==> src/hdl/ffba_pkg.sv <==
`default_nettype none

package ffba_pkg;

  localparam int BLK_W  = 10;
  localparam int CNT_W  = 5;
  localparam int STAT_W = 2;
  localparam int WORD_W = 32;
  localparam int BIT_W  = 5;

  localparam logic KIND_ALLOC = 1'b0;
  localparam logic KIND_FREE  = 1'b1;

  localparam logic [STAT_W-1:0] ST_GRANTED   = 2'd0;
  localparam logic [STAT_W-1:0] ST_EXHAUSTED = 2'd1;
  localparam logic [STAT_W-1:0] ST_FREED     = 2'd2;
  localparam logic [STAT_W-1:0] ST_REJECTED  = 2'd3;

  typedef struct packed {
    logic              req_load;
    logic              clear_wr;
    logic              ptr_zero;
    logic              ptr_inc;
    logic              ptr_load_fb;
    logic              rd;
    logic              load_cur;
    logic              free_wr;
    logic              grant;
    logic              emit;
    logic [STAT_W-1:0] emit_status;
  } ffba_cmd_t;

  typedef struct packed {
    logic req_free;
    logic req_zero;
    logic fb_ok;
    logic ptr_last;
    logic cur_has_free;
    logic grant_last;
    logic out_free;
  } ffba_stat_t;

endpackage

`default_nettype wire

==> src/hdl/ffba_dp.sv <==
`default_nettype none

module ffba_dp #(
  parameter int NUM_BLOCKS      = 1024,
  parameter int MAX_PER_REQUEST = 16
) (
  input  wire logic                          clk,
  input  wire logic                          rst,
  input  wire ffba_pkg::ffba_cmd_t           cmd,
  output ffba_pkg::ffba_stat_t               stat,
  input  wire logic                          kind,
  input  wire logic [ffba_pkg::CNT_W-1:0]    count,
  input  wire logic [ffba_pkg::BLK_W-1:0]    free_block,
  output logic                               rsp_valid,
  input  wire logic                          rsp_stall,
  output logic [ffba_pkg::BLK_W-1:0]         granted_block,
  output logic [ffba_pkg::STAT_W-1:0]        status,
  output logic                               last
);
  import ffba_pkg::*;

  localparam int WORDS = (NUM_BLOCKS + WORD_W - 1) / WORD_W;
  localparam int AW    = (WORDS > 1) ? $clog2(WORDS) : 1;
  localparam int BW    = AW + BIT_W;
  localparam int DW    = 2 * WORD_W;
  localparam logic [DW-1:0] TAIL_FULL =
    ~((DW'(1) << (NUM_BLOCKS - (WORDS - 1) * WORD_W)) - DW'(1));
  localparam logic [WORD_W-1:0] TAIL_MASK = TAIL_FULL[WORD_W-1:0];
  localparam logic [AW-1:0]     LAST_PTR  = AW'(WORDS - 1);

  logic [WORD_W-1:0] mem [WORDS];
  logic [WORD_W-1:0] rdata;
  logic [WORD_W-1:0] cur;
  logic [WORD_W-1:0] scan_word;
  logic [WORD_W-1:0] hit_mask;
  logic [WORD_W-1:0] fb_mask;
  logic [WORD_W-1:0] init_word;
  logic [WORD_W-1:0] wdata;
  logic              wr_en;
  logic [AW-1:0]     ptr;
  logic [BIT_W-1:0]  hit_idx;
  logic              hit;
  logic              req_kind;
  logic [CNT_W-1:0]  want;
  logic [CNT_W-1:0]  want_sat;
  logic [CNT_W-1:0]  n;
  logic [BW-1:0]     fb;
  logic              fb_ok;

  // block 0 is never handed out by the scan
  assign scan_word = cur | ((ptr == '0) ? WORD_W'(1) : '0);

  always_comb begin
    hit     = 1'b0;
    hit_idx = '0;
    for (int i = WORD_W - 1; i >= 0; i--) begin
      if (!scan_word[i]) begin
        hit     = 1'b1;
        hit_idx = BIT_W'(i);
      end
    end
  end

  assign hit_mask  = WORD_W'(1) << hit_idx;
  assign fb_mask   = WORD_W'(1) << fb[BIT_W-1:0];
  assign init_word = ((ptr == '0) ? WORD_W'(1) : '0) |
                     ((ptr == LAST_PTR) ? TAIL_MASK : '0);

  always_comb begin
    if (cmd.clear_wr) begin
      wdata = init_word;
    end else if (cmd.free_wr) begin
      wdata = rdata & ~fb_mask;
    end else begin
      wdata = cur | hit_mask;
    end
  end

  assign wr_en = cmd.clear_wr | cmd.free_wr | cmd.grant;

  always_ff @(posedge clk) begin
    if (wr_en) begin
      mem[ptr] <= wdata;
    end
    if (cmd.rd) begin
      rdata <= mem[ptr];
    end
  end

  assign want_sat = (int'(count) > MAX_PER_REQUEST) ? CNT_W'(MAX_PER_REQUEST) : count;

  always_ff @(posedge clk) begin
    if (rst) begin
      ptr       <= '0;
      n         <= '0;
      rsp_valid <= 1'b0;
    end else begin
      if (cmd.ptr_zero) begin
        ptr <= '0;
      end else if (cmd.ptr_inc) begin
        ptr <= ptr + AW'(1);
      end else if (cmd.ptr_load_fb) begin
        ptr <= fb[BW-1:BIT_W];
      end
      if (cmd.req_load) begin
        n <= '0;
      end else if (cmd.grant) begin
        n <= n + CNT_W'(1);
      end
      if (cmd.grant || cmd.emit) begin
        rsp_valid <= 1'b1;
      end else if (!rsp_stall) begin
        rsp_valid <= 1'b0;
      end
    end
  end

  always_ff @(posedge clk) begin
    if (cmd.req_load) begin
      req_kind <= kind;
      want     <= want_sat;
      fb       <= BW'(free_block);
      fb_ok    <= int'(free_block) < NUM_BLOCKS;
    end
    if (cmd.load_cur) begin
      cur <= rdata;
    end else if (cmd.grant) begin
      cur <= cur | hit_mask;
    end
    if (cmd.grant) begin
      granted_block <= BLK_W'({ptr, hit_idx});
      status        <= ST_GRANTED;
      last          <= stat.grant_last;
    end else if (cmd.emit) begin
      granted_block <= '0;
      status        <= cmd.emit_status;
      last          <= 1'b1;
    end
  end

  assign stat.req_free     = (req_kind == KIND_FREE);
  assign stat.req_zero     = (want == '0);
  assign stat.fb_ok        = fb_ok;
  assign stat.ptr_last     = (ptr == LAST_PTR);
  assign stat.cur_has_free = hit;
  assign stat.grant_last   = ((n + CNT_W'(1)) == want);
  assign stat.out_free     = !rsp_valid || !rsp_stall;

endmodule

`default_nettype wire

==> src/hdl/ffba_ctrl.sv <==
`default_nettype none

module ffba_ctrl (
  input  wire logic                 clk,
  input  wire logic                 rst,
  input  wire logic                 req_valid,
  output logic                      req_stall,
  output ffba_pkg::ffba_cmd_t       cmd,
  input  wire ffba_pkg::ffba_stat_t stat
);
  import ffba_pkg::*;

  typedef enum logic [3:0] {
    S_CLEAR,
    S_IDLE,
    S_DECODE,
    S_FREE_RD,
    S_FREE_WR,
    S_ALLOC_RD,
    S_ALLOC_LD,
    S_ALLOC_SCAN,
    S_EMIT
  } state_t;

  state_t            state, state_next;
  logic [STAT_W-1:0] emit_st, emit_st_next;

  assign req_stall = (state != S_IDLE);

  always_comb begin
    cmd             = '0;
    cmd.emit_status = emit_st;
    state_next      = state;
    emit_st_next    = emit_st;
    case (state)
      S_CLEAR: begin
        cmd.clear_wr = 1'b1;
        if (stat.ptr_last) begin
          cmd.ptr_zero = 1'b1;
          state_next   = S_IDLE;
        end else begin
          cmd.ptr_inc = 1'b1;
        end
      end
      S_IDLE: begin
        if (req_valid) begin
          cmd.req_load = 1'b1;
          state_next   = S_DECODE;
        end
      end
      S_DECODE: begin
        if (stat.req_free) begin
          if (stat.fb_ok) begin
            cmd.ptr_load_fb = 1'b1;
            state_next      = S_FREE_RD;
          end else begin
            emit_st_next = ST_FREED;
            state_next   = S_EMIT;
          end
        end else if (stat.req_zero) begin
          emit_st_next = ST_REJECTED;
          state_next   = S_EMIT;
        end else begin
          cmd.ptr_zero = 1'b1;
          state_next   = S_ALLOC_RD;
        end
      end
      S_FREE_RD: begin
        cmd.rd     = 1'b1;
        state_next = S_FREE_WR;
      end
      S_FREE_WR: begin
        cmd.free_wr  = 1'b1;
        emit_st_next = ST_FREED;
        state_next   = S_EMIT;
      end
      S_ALLOC_RD: begin
        cmd.rd     = 1'b1;
        state_next = S_ALLOC_LD;
      end
      S_ALLOC_LD: begin
        cmd.load_cur = 1'b1;
        state_next   = S_ALLOC_SCAN;
      end
      S_ALLOC_SCAN: begin
        if (stat.cur_has_free) begin
          if (stat.out_free) begin
            cmd.grant = 1'b1;
            if (stat.grant_last) begin
              state_next = S_IDLE;
            end
          end
        end else if (stat.ptr_last) begin
          emit_st_next = ST_EXHAUSTED;
          state_next   = S_EMIT;
        end else begin
          cmd.ptr_inc = 1'b1;
          state_next  = S_ALLOC_RD;
        end
      end
      S_EMIT: begin
        if (stat.out_free) begin
          cmd.emit   = 1'b1;
          state_next = S_IDLE;
        end
      end
      default: begin
        state_next = S_IDLE;
      end
    endcase
  end

  always_ff @(posedge clk) begin
    if (rst) begin
      state   <= S_CLEAR;
      emit_st <= ST_FREED;
    end else begin
      state   <= state_next;
      emit_st <= emit_st_next;
    end
  end

endmodule

`default_nettype wire

==> src/hdl/first_fit_block_allocator.sv <==
// First-fit block allocator. One used/free bit per block, held in a memory of
// 32-bit words; after reset block 0 is used and all others are free. After
// reset the block runs a clearing pass over every word with req_stall high.
// A free item gives a single result. An allocate item reads the words in
// turn from word 0 and grants the free blocks of each word one after another,
// waiting while a result in the output register is held by rsp_stall; the
// word memory is single-port with a registered read. Requests wider than
// MAX_PER_REQUEST are cut to it, a count of zero is rejected, and running out
// of blocks ends the item with an exhausted result. Results pass through one
// output register, so a new item is taken while the last result still waits
// on rsp_stall.
`default_nettype none

module first_fit_block_allocator #(
  parameter int NUM_BLOCKS      = 1024,
  parameter int MAX_PER_REQUEST = 16
) (
  input  wire logic                        clk,
  input  wire logic                        rst,
  input  wire logic                        req_valid,
  output logic                             req_stall,
  input  wire logic                        kind,
  input  wire logic [ffba_pkg::CNT_W-1:0]  count,
  input  wire logic [ffba_pkg::BLK_W-1:0]  free_block,
  output logic                             rsp_valid,
  input  wire logic                        rsp_stall,
  output logic [ffba_pkg::BLK_W-1:0]       granted_block,
  output logic [ffba_pkg::STAT_W-1:0]      status,
  output logic                             last
);
  import ffba_pkg::*;

  ffba_cmd_t  cmd;
  ffba_stat_t stat;

  ffba_ctrl u_ctrl (
    .clk       (clk),
    .rst       (rst),
    .req_valid (req_valid),
    .req_stall (req_stall),
    .cmd       (cmd),
    .stat      (stat)
  );

  ffba_dp #(
    .NUM_BLOCKS      (NUM_BLOCKS),
    .MAX_PER_REQUEST (MAX_PER_REQUEST)
  ) u_dp (
    .clk           (clk),
    .rst           (rst),
    .cmd           (cmd),
    .stat          (stat),
    .kind          (kind),
    .count         (count),
    .free_block    (free_block),
    .rsp_valid     (rsp_valid),
    .rsp_stall     (rsp_stall),
    .granted_block (granted_block),
    .status        (status),
    .last          (last)
  );

endmodule

`default_nettype wire

==> config.mk <==
export PLATFORM = sky130hd
export DESIGN_NAME = first_fit_block_allocator
export DESIGN_NICKNAME = d
export VERILOG_FILES = /design/src/hdl/ffba_pkg.sv /design/src/hdl/ffba_dp.sv /design/src/hdl/ffba_ctrl.sv /design/src/hdl/first_fit_block_allocator.sv
export SDC_FILE = /design/constraint.sdc
export NUM_CORES = 1
export LEC_CHECK = 0
export BUFFER_PORTS_ARGS = -buffer_cell sky130_fd_sc_hd__buf_2
export CAP_MARGIN = 10
export CORE_MARGIN = 1
export CORE_UTILIZATION = 45
export CTS_CLUSTER_SIZE = 16
export DETAILED_ROUTE_END_ITERATION = 6
export GPL_TIMING_DRIVEN = 0
export PLACE_DENSITY = 0.72
export SLEW_MARGIN = 0
export SYNTH_ARGS = -nofsm -noshare
export SYNTH_HDL_FRONTEND = slang
export SYNTH_SLANG_ARGS = --single-unit
==> constraint.sdc <==
create_clock -name clk -period 7.15 [get_ports clk]
set_input_delay 0.3575 -clock clk [delete_from_list [all_inputs] [get_ports clk]]
set_output_delay 0.3575 -clock clk [all_outputs]
set_load 0.02 [all_outputs]
==> results.py, run 1 <==
metrics = {
    "worst_setup_path": {
        "reg2reg_to": "u_dp.mem[22][12]",
        "crit_path_frequent_cell": "nand2_1",
        "worstPathMaxFanout": 17,
        "r2r_slack_ps": 850,
        "arrival_ps": 6690,
        "reg2reg_from": "u_dp.ptr[1]",
        "cp_num_buf_inv": 5,
        "crit_slowest_cell": "nor2_4",
        "crit_family": "buffers and inverters",
        "cp_slowest_stage_delay_ps": 890,
        "path_cells": "clkbuf_1 > clkbuf_1 > buf_1 > inv_1 > ha_1 > or4b_1 > a21oi_2 > a31oi_1 > nand2_1 > nand2_1 > nand2_1 > nor2_4 > buf_12",
        "startpoint": "u_dp.ptr[1]",
        "worstSetupStartpointType": "register",
        "endpoint_kind": "register",
        "crit_cells": 13,
        "required_ps": 7530,
        "r2r_cells": 13,
        "path_class": "reg2reg",
        "worstSetupEndpoint": "u_dp.mem[22][12]",
    },
    "clock_tree": {
        "insertion_delay_ps": 720,
        "cts_inserted_buffers": 109,
        "clock-sinks": 1134,
        "cts_setup_buffers": 0,
        "clock-root-buffer": "clkbuf_16",
        "htree_levels": 3,
        "cts_buffer_depth": 3,
        "ctsResizeCount": 0,
        "cts_tree": "done",
        "ctsHoldBuffers": 13,
        "clkSlewWorstSetupHoldPaths_ps": 60,
    },
    "synthesis": {
        "avgSynthCellArea_sq_um": 20.2,
        "yosysUniqueCellTypes": 62,
        "async_reset_ff_share_pct": 0,
        "synthCells": 2188,
        "synth_edf_count": 1115,
        "syn-num-nets": 2214,
        "synth-seq-area-share_pct": 76.7,
        "ys_ff_latch": 1134,
        "syn_area_sq_um": 44100,
        "ys_warn_count": 0,
        "synthFlopType": "edfxtp_1",
    },
    "routing": {
        "via_count": 24900,
        "drtPass1Iterations": 7,
        "routed_wl_microns": 128000,
        "postRouteAntennaNets": 0,
        "viasPerCell": 6.58,
        "drtIter0Drc": 3847,
        "wl_per_cell_microns": 33.7,
        "drc_errors": 7,
    },
    "floorplan": {
        "start_util_pct": 45.5,
        "die_y_microns": 315,
        "rows": 114,
        "die_w_microns": 315,
        "io_pins": 35,
        "core_area_sq_um": 97000,
        "die_area_sq_um": 99400,
    },
    "sta": {
        "slew_headroom_pct": 5.06,
        "finalHoldWorstSlack_ps": 19.1,
        "hold_violations": 0,
        "fmax_ghz": 0.159,
        "rsz0062_at_grt": "no",
        "tightestPinTransition_ps": 1420,
        "period_needed_ps": 6300,
        "finalSetupViolations": 0,
        "fin_crit_sh_pct": 88.2,
        "tns_ps": 0,
        "finClkSkew_ps": 55.6,
        "slew_violations": 0,
    },
    "grt": {
        "grt_antenna_before_repair": 2,
        "groute.usage.overall_pct": 25.9,
        "grt_max_degree": 33,
        "grt_pass1_vias": 24600,
        "grt_pass1_wl_microns": 180000,
        "grt.overflow.total": 0,
    },
    "outcome": {
        "status": "finished, violations left",
        "violations": "DRC",
    },
    "finish": {
        "fin_area_sq_um": 51500,
        "fin_cells": 3788,
        "diodes": 0,
        "fin_util_pct": 53.1,
        "final_common_cell": "edfxtp_1",
        "area_growth_pct": 16.8,
        "drive_above_1_share_pct": 25.2,
        "final_cell_mix": "edfxtp_1 (1115), mux4_2 (256), a22oi_1 (128)",
        "nets": 2450,
    },
    "flow_run": {
        "max_cap_viol_count": 0,
    },
    "power_and_ir_drop": {
        "vdd_drop_max_mv": 0.295,
        "p_leak_nw": 16.0,
        "powerDensity_nw_per_um2": 408,
    },
    "worst_hold_path": {
        "hold_class": "in2reg",
    },
    "place": {
        "placed_cells_incl_taps": 3572,
        "place_area_sq_um": 47800,
        "place_congestion": 0.994,
        "port_buffers": 34,
        "dp_hpwl_microns": 82500,
    },
}
layout make-up:
cell class	count	area, sq um
fill	7274	45500
sequential	1134	33900
multi-input combinational	923	10100
clock buffer	127	2820
timing repair buffer	125	1880
tap	1276	1600
clock inverter	72	707
buffer	120	503
inverter	11	41.3
metal layers:
| metal | vias up | global-route usage (%) | wire, microns |
|---|---|---|---|
| met2 | 2007 | 39.4 | 58400 |
| met5 | - | 0 | 13 |
| met1 | 12900 | 35.6 | 47400 |
| met4 | 2 | 11.3 | 5850 |
| met3 | 331 | 6.61 | 16100 |
| li1 | 9664 | - | - |
worst min-delay path by stage:
stage | from | end | cells after the start
2_1_floorplan | rst | u_ctrl.state[0] | 1
4_1_cts | count[4] | u_dp.want[0] | 2
3_5_place_dp | u_ctrl.emit_st[0] | u_ctrl.emit_st[0] | 1
3_3_place_gp | u_ctrl.emit_st[0] | u_ctrl.emit_st[0] | 1
6_report | count[4] | u_dp.want[4] | 2
5_1_grt | count[4] | u_dp.want[0] | 2
per-stage QoR:
step,setup slack [ps],total power [mW]
2_1_floorplan,2870,12.8
3_3_place_gp,-1420,14.5
3_5_place_dp,1040,15.3
4_1_cts,1030,20.9
5_1_grt,799,21.6
6_report,846,21.1
registers in the layout, indices dropped and copies added (netlist names), 4 cells and up:
name and flops:
u_dp.cur 32, u_dp.n 5, u_dp.want 5, u_dp.rdata 32
u_dp.mem 1024, u_dp.granted_block 10, u_dp.fb 10, u_dp.ptr 5
u_ctrl.state 4
synthesized netlist by cell type (all sizes together) (3+ instances only):
| cell type | n | share of area, % |
|---|---|---|
| edfxtp | 1115 | 76 |
| mux4 | 256 | 13 |
| a22oi | 128 | 2.2 |
| nor2 | 102 | 0.87 |
| a21oi | 85 | 0.97 |
| clkbuf | 83 | 0.71 |
| nand2 | 81 | 0.69 |
| nand4 | 50 | 0.71 |
| buf | 37 | 0.43 |
| a31oi | 30 | 0.43 |
| o21ai | 24 | 0.27 |
| dfxtp | 19 | 0.86 |
| nand3 | 16 | 0.21 |
| nor2b | 16 | 0.23 |
| nor3 | 16 | 0.26 |
| and3 | 14 | 0.20 |
| inv | 11 | 0.094 |
| a211oi | 9 | 0.15 |
| and2 | 8 | 0.11 |
| nor3b | 8 | 0.14 |
| mux2i | 7 | 0.16 |
| o31ai | 7 | 0.12 |
| ha | 6 | 0.17 |
| xor2 | 6 | 0.12 |
| nand3b | 5 | 0.085 |
| nand2b | 4 | 0.057 |
| xnor2 | 4 | 0.079 |
| a311oi | 3 | 0.060 |
| and3b | 3 | 0.060 |
| nor4 | 3 | 0.071 |
| or2 | 3 | 0.043 |
kinds of logic after synthesis:
logic type / synth area share (%)
AOI/OAI and AO/OA: 4.57
xor gates and xnor gates: 0.198
adders and majority gates: 0.170
buffers and inverters: 1.23
DFF: 76.7
muxes: 13.2
and+or+nand+nor: 3.91
power by group:
| group | internal (mW) | total [mW] | leakage, nW | switching (mW) |
|---|---|---|---|---|
| Clock | 3.19 | 5.72 | 1.70 | 2.53 |
| Sequential | 9.27 | 9.42 | 10.4 | 0.144 |
| Combinational | 1.99 | 5.91 | 3.88 | 3.92 |
| Total | 14.5 | 21.1 | 16.0 | 6.59 |
Note: power is estimated with default switching activity, not from simulation.
==> run 2, diff against run 1 <==
- CORE_UTILIZATION: 45 -> 50
- PLACE_DENSITY: 0.72 -> 0.77
==> run 2 against run 1 <==
Against the previous run:
- the run now ends clean
- sequential power is essentially flat
- clock power up 3%
- fmax shrank 2.0%
- non-clock buffer count decreased by 7
- largest cell class unchanged
- cell area is 0.56% lower
- highest routed layer unchanged
- power increased by 0.81%
- critical path depth unchanged
- wire length fell by 0.28%
- via count grew 0.90%
- combinational power is essentially flat
- global-route usage is 2.5 points higher
- core utilization rose by 5.7 points
==> results.py, run 2 (synthesis results as in run 1) <==
metrics = {
    "clock_tree": {
        "insertion_delay_ps": 700,
        "clock-root-buffer": "clkbuf_16",
        "clock-sinks": 1134,
        "cts_inserted_buffers": 108,
        "cts_setup_buffers": 0,
        "cts_tree": "done",
        "clkSlewWorstSetupHoldPaths_ps": 60,
        "cts_buffer_depth": 3,
        "htree_levels": 3,
        "ctsResizeCount": 0,
        "ctsHoldBuffers": 15,
    },
    "grt": {
        "grt.overflow.total": 0,
        "grt_pass1_wl_microns": 178000,
        "grt_pass1_vias": 24800,
        "grt_max_degree": 33,
        "groute.usage.overall_pct": 28.5,
        "grt_antenna_before_repair": 3,
    },
    "floorplan": {
        "start_util_pct": 50.6,
        "die_y_microns": 299,
        "rows": 108,
        "io_pins": 35,
        "die_w_microns": 299,
        "core_area_sq_um": 87200,
        "die_area_sq_um": 89500,
    },
    "power_and_ir_drop": {
        "vdd_drop_max_mv": 0.243,
        "seq_power_share_pct": 44.4,
        "p_leak_nw": 16.0,
        "p_int_mw": 14.6,
        "powerDensity_nw_per_um2": 414,
        "power_frac_clock_pct": 27.7,
        "power_frac_comb_pct": 27.9,
        "switching_share_pct": 31.0,
        "p_sw_mw": 6.58,
    },
    "worst_setup_path": {
        "reg2reg_from": "u_dp.ptr[1]",
        "path_class": "reg2reg",
        "startpoint": "u_dp.ptr[1]",
        "path_cells": "clkbuf_1 > clkbuf_1 > buf_1 > inv_1 > ha_1 > or4b_1 > a21oi_2 > a31oi_1 > nand2_1 > nand2_1 > nand2_1 > nor2_4 > buf_12",
        "r2r_cells": 13,
        "required_ps": 7520,
        "worstPathMaxFanout": 19,
        "cp_slowest_stage_delay_ps": 930,
        "arrival_ps": 6800,
        "worstSetupEndpoint": "u_dp.mem[11][8]",
        "r2r_slack_ps": 720,
        "reg2reg_to": "u_dp.mem[11][8]",
        "crit_slowest_cell": "clkbuf_1",
        "worstSetupStartpointType": "register",
        "crit_path_frequent_cell": "nand2_1",
        "endpoint_kind": "register",
    },
    "sta": {
        "rsz0062_at_grt": "no",
        "tightestPinTransition_ps": 1420,
        "hold_violations": 0,
        "finalSetupViolations": 0,
        "period_needed_ps": 6430,
        "fin_crit_sh_pct": 90.0,
        "tns_ps": 0,
        "slew_headroom_pct": 5.08,
        "slew_violations": 0,
        "finClkSkew_ps": 37.8,
        "fmax_ghz": 0.155,
    },
    "flow_run": {
        "max_cap_viol_count": 0,
    },
    "place": {
        "port_buffers": 34,
        "dp_hpwl_microns": 80200,
        "place_area_sq_um": 47400,
        "place_congestion": 0.998,
    },
    "finish": {
        "nets": 2442,
        "reg.largest.list": "u_dp.mem: 1024 flops, u_dp.cur: 32 flops, u_dp.rdata: 32 flops",
        "final_common_cell": "edfxtp_1",
        "fin_util_pct": 58.8,
        "drive_above_1_share_pct": 25.1,
        "fin_area_sq_um": 51300,
        "max_flop_register": "u_dp.mem",
        "area_growth_pct": 16.1,
        "final_cell_mix": "edfxtp_1 (1115), mux4_2 (256), a22oi_1 (128)",
        "largest_register_ff_count": 1024,
    },
    "worst_hold_path": {
        "hold_class": "in2reg",
        "worstHoldStart": "count[1]",
    },
    "routing": {
        "postRouteAntennaNets": 0,
        "drtPass1Iterations": 6,
        "dr.max_layer_used": "met5",
        "viasPerCell": 6.87,
        "met2_length_microns": 58600,
        "drtIter0Drc": 4226,
        "drc_errors": 0,
        "wl_per_cell_microns": 34.8,
        "routed_wl_microns": 127000,
        "wl_met3_microns": 17200,
        "via_count": 25100,
        "met1_length_microns": 45600,
    },
    "outcome": {
        "status": "finished clean",
    },
}
-- run 2: changes by cell type in the layout (fill, tap and decap cells not counted), moves of 4 or more --
cell / delta
buf_16: -12
bufinv_16: +4
clkinv_2: +4
clkinv_1: -5
buf_8: -4
buf_12: +6
-- run 2: final cells by class --
type	instances	area, sq um
Antenna cell	2	5.00
Buffer	120	500
Clock buffer	127	2870
Clock inverter	73	763
Fill cell	5966	35900
Inverter	11	41.3
Multi-Input combinational cell	923	10100
Sequential cell	1134	33900
Tap cell	1155	1450
Timing Repair Buffer	118	1640
-- run 2: stage by stage --
| stage | instances | hold slack [ps] | power [mW] | setup slack, ps |
|---|---|---|---|---|
| after floorplan | 2188 | 430 | 12.8 | 2870 |
| after CTS | 3658 | 13.8 | 21.1 | 938 |
| after detailed placement | 3443 | 475 | 15.3 | 973 |
| after global placement | 3377 | 467 | 14.5 | -1360 |
| after global routing | 3661 | 17.0 | 21.7 | 687 |
| final | 3663 | 20.4 | 21.2 | 717 |
-- run 2: per-layer routing --
layer | up-vias | global-route usage, %
met1 | 12900 | 38.9
met5 | - | 0
met2 | 2232 | 43.5
met4 | 6 | 12.3
met3 | 373 | 7.65
li1 | 9639 | -
-- run 2: how the worst min path moves through the flow --
| stage | end | depth (start not counted) | slack [ps] |
|---|---|---|---|
| 6_report | u_dp.want[1] | 2 | 20 |
| 5_1_grt | u_dp.want[1] | 2 | 20 |
| 4_1_cts | u_dp.want[1] | 2 | 10 |
| 3_5_place_dp | u_dp.n[1] | 2 | 470 |
| 3_3_place_gp | u_dp.n[1] | 2 | 470 |
| 2_1_floorplan | u_ctrl.state[0] | 1 | 430 |
-- run 2: power by group through the flow --
stage	Combinational [mW]	Sequential, mW	Clock (mW)
6_report	5.91	9.43	5.88
4_1_cts	5.78	9.42	5.88
3_5_place_dp	5.71	9.55	0
5_1_grt	6.11	9.46	6.13
2_1_floorplan	3.20	9.59	0
3_3_place_gp	4.80	9.67	0
-- run 2: worst max-delay path: cells and delay by family, from the launching register on --
kind,cells,cell delay [ps]
compound gates,2,580
fa+ha+maj,1,340
buf+inv,5,2480
flops,1,530
simple gates,5,2110
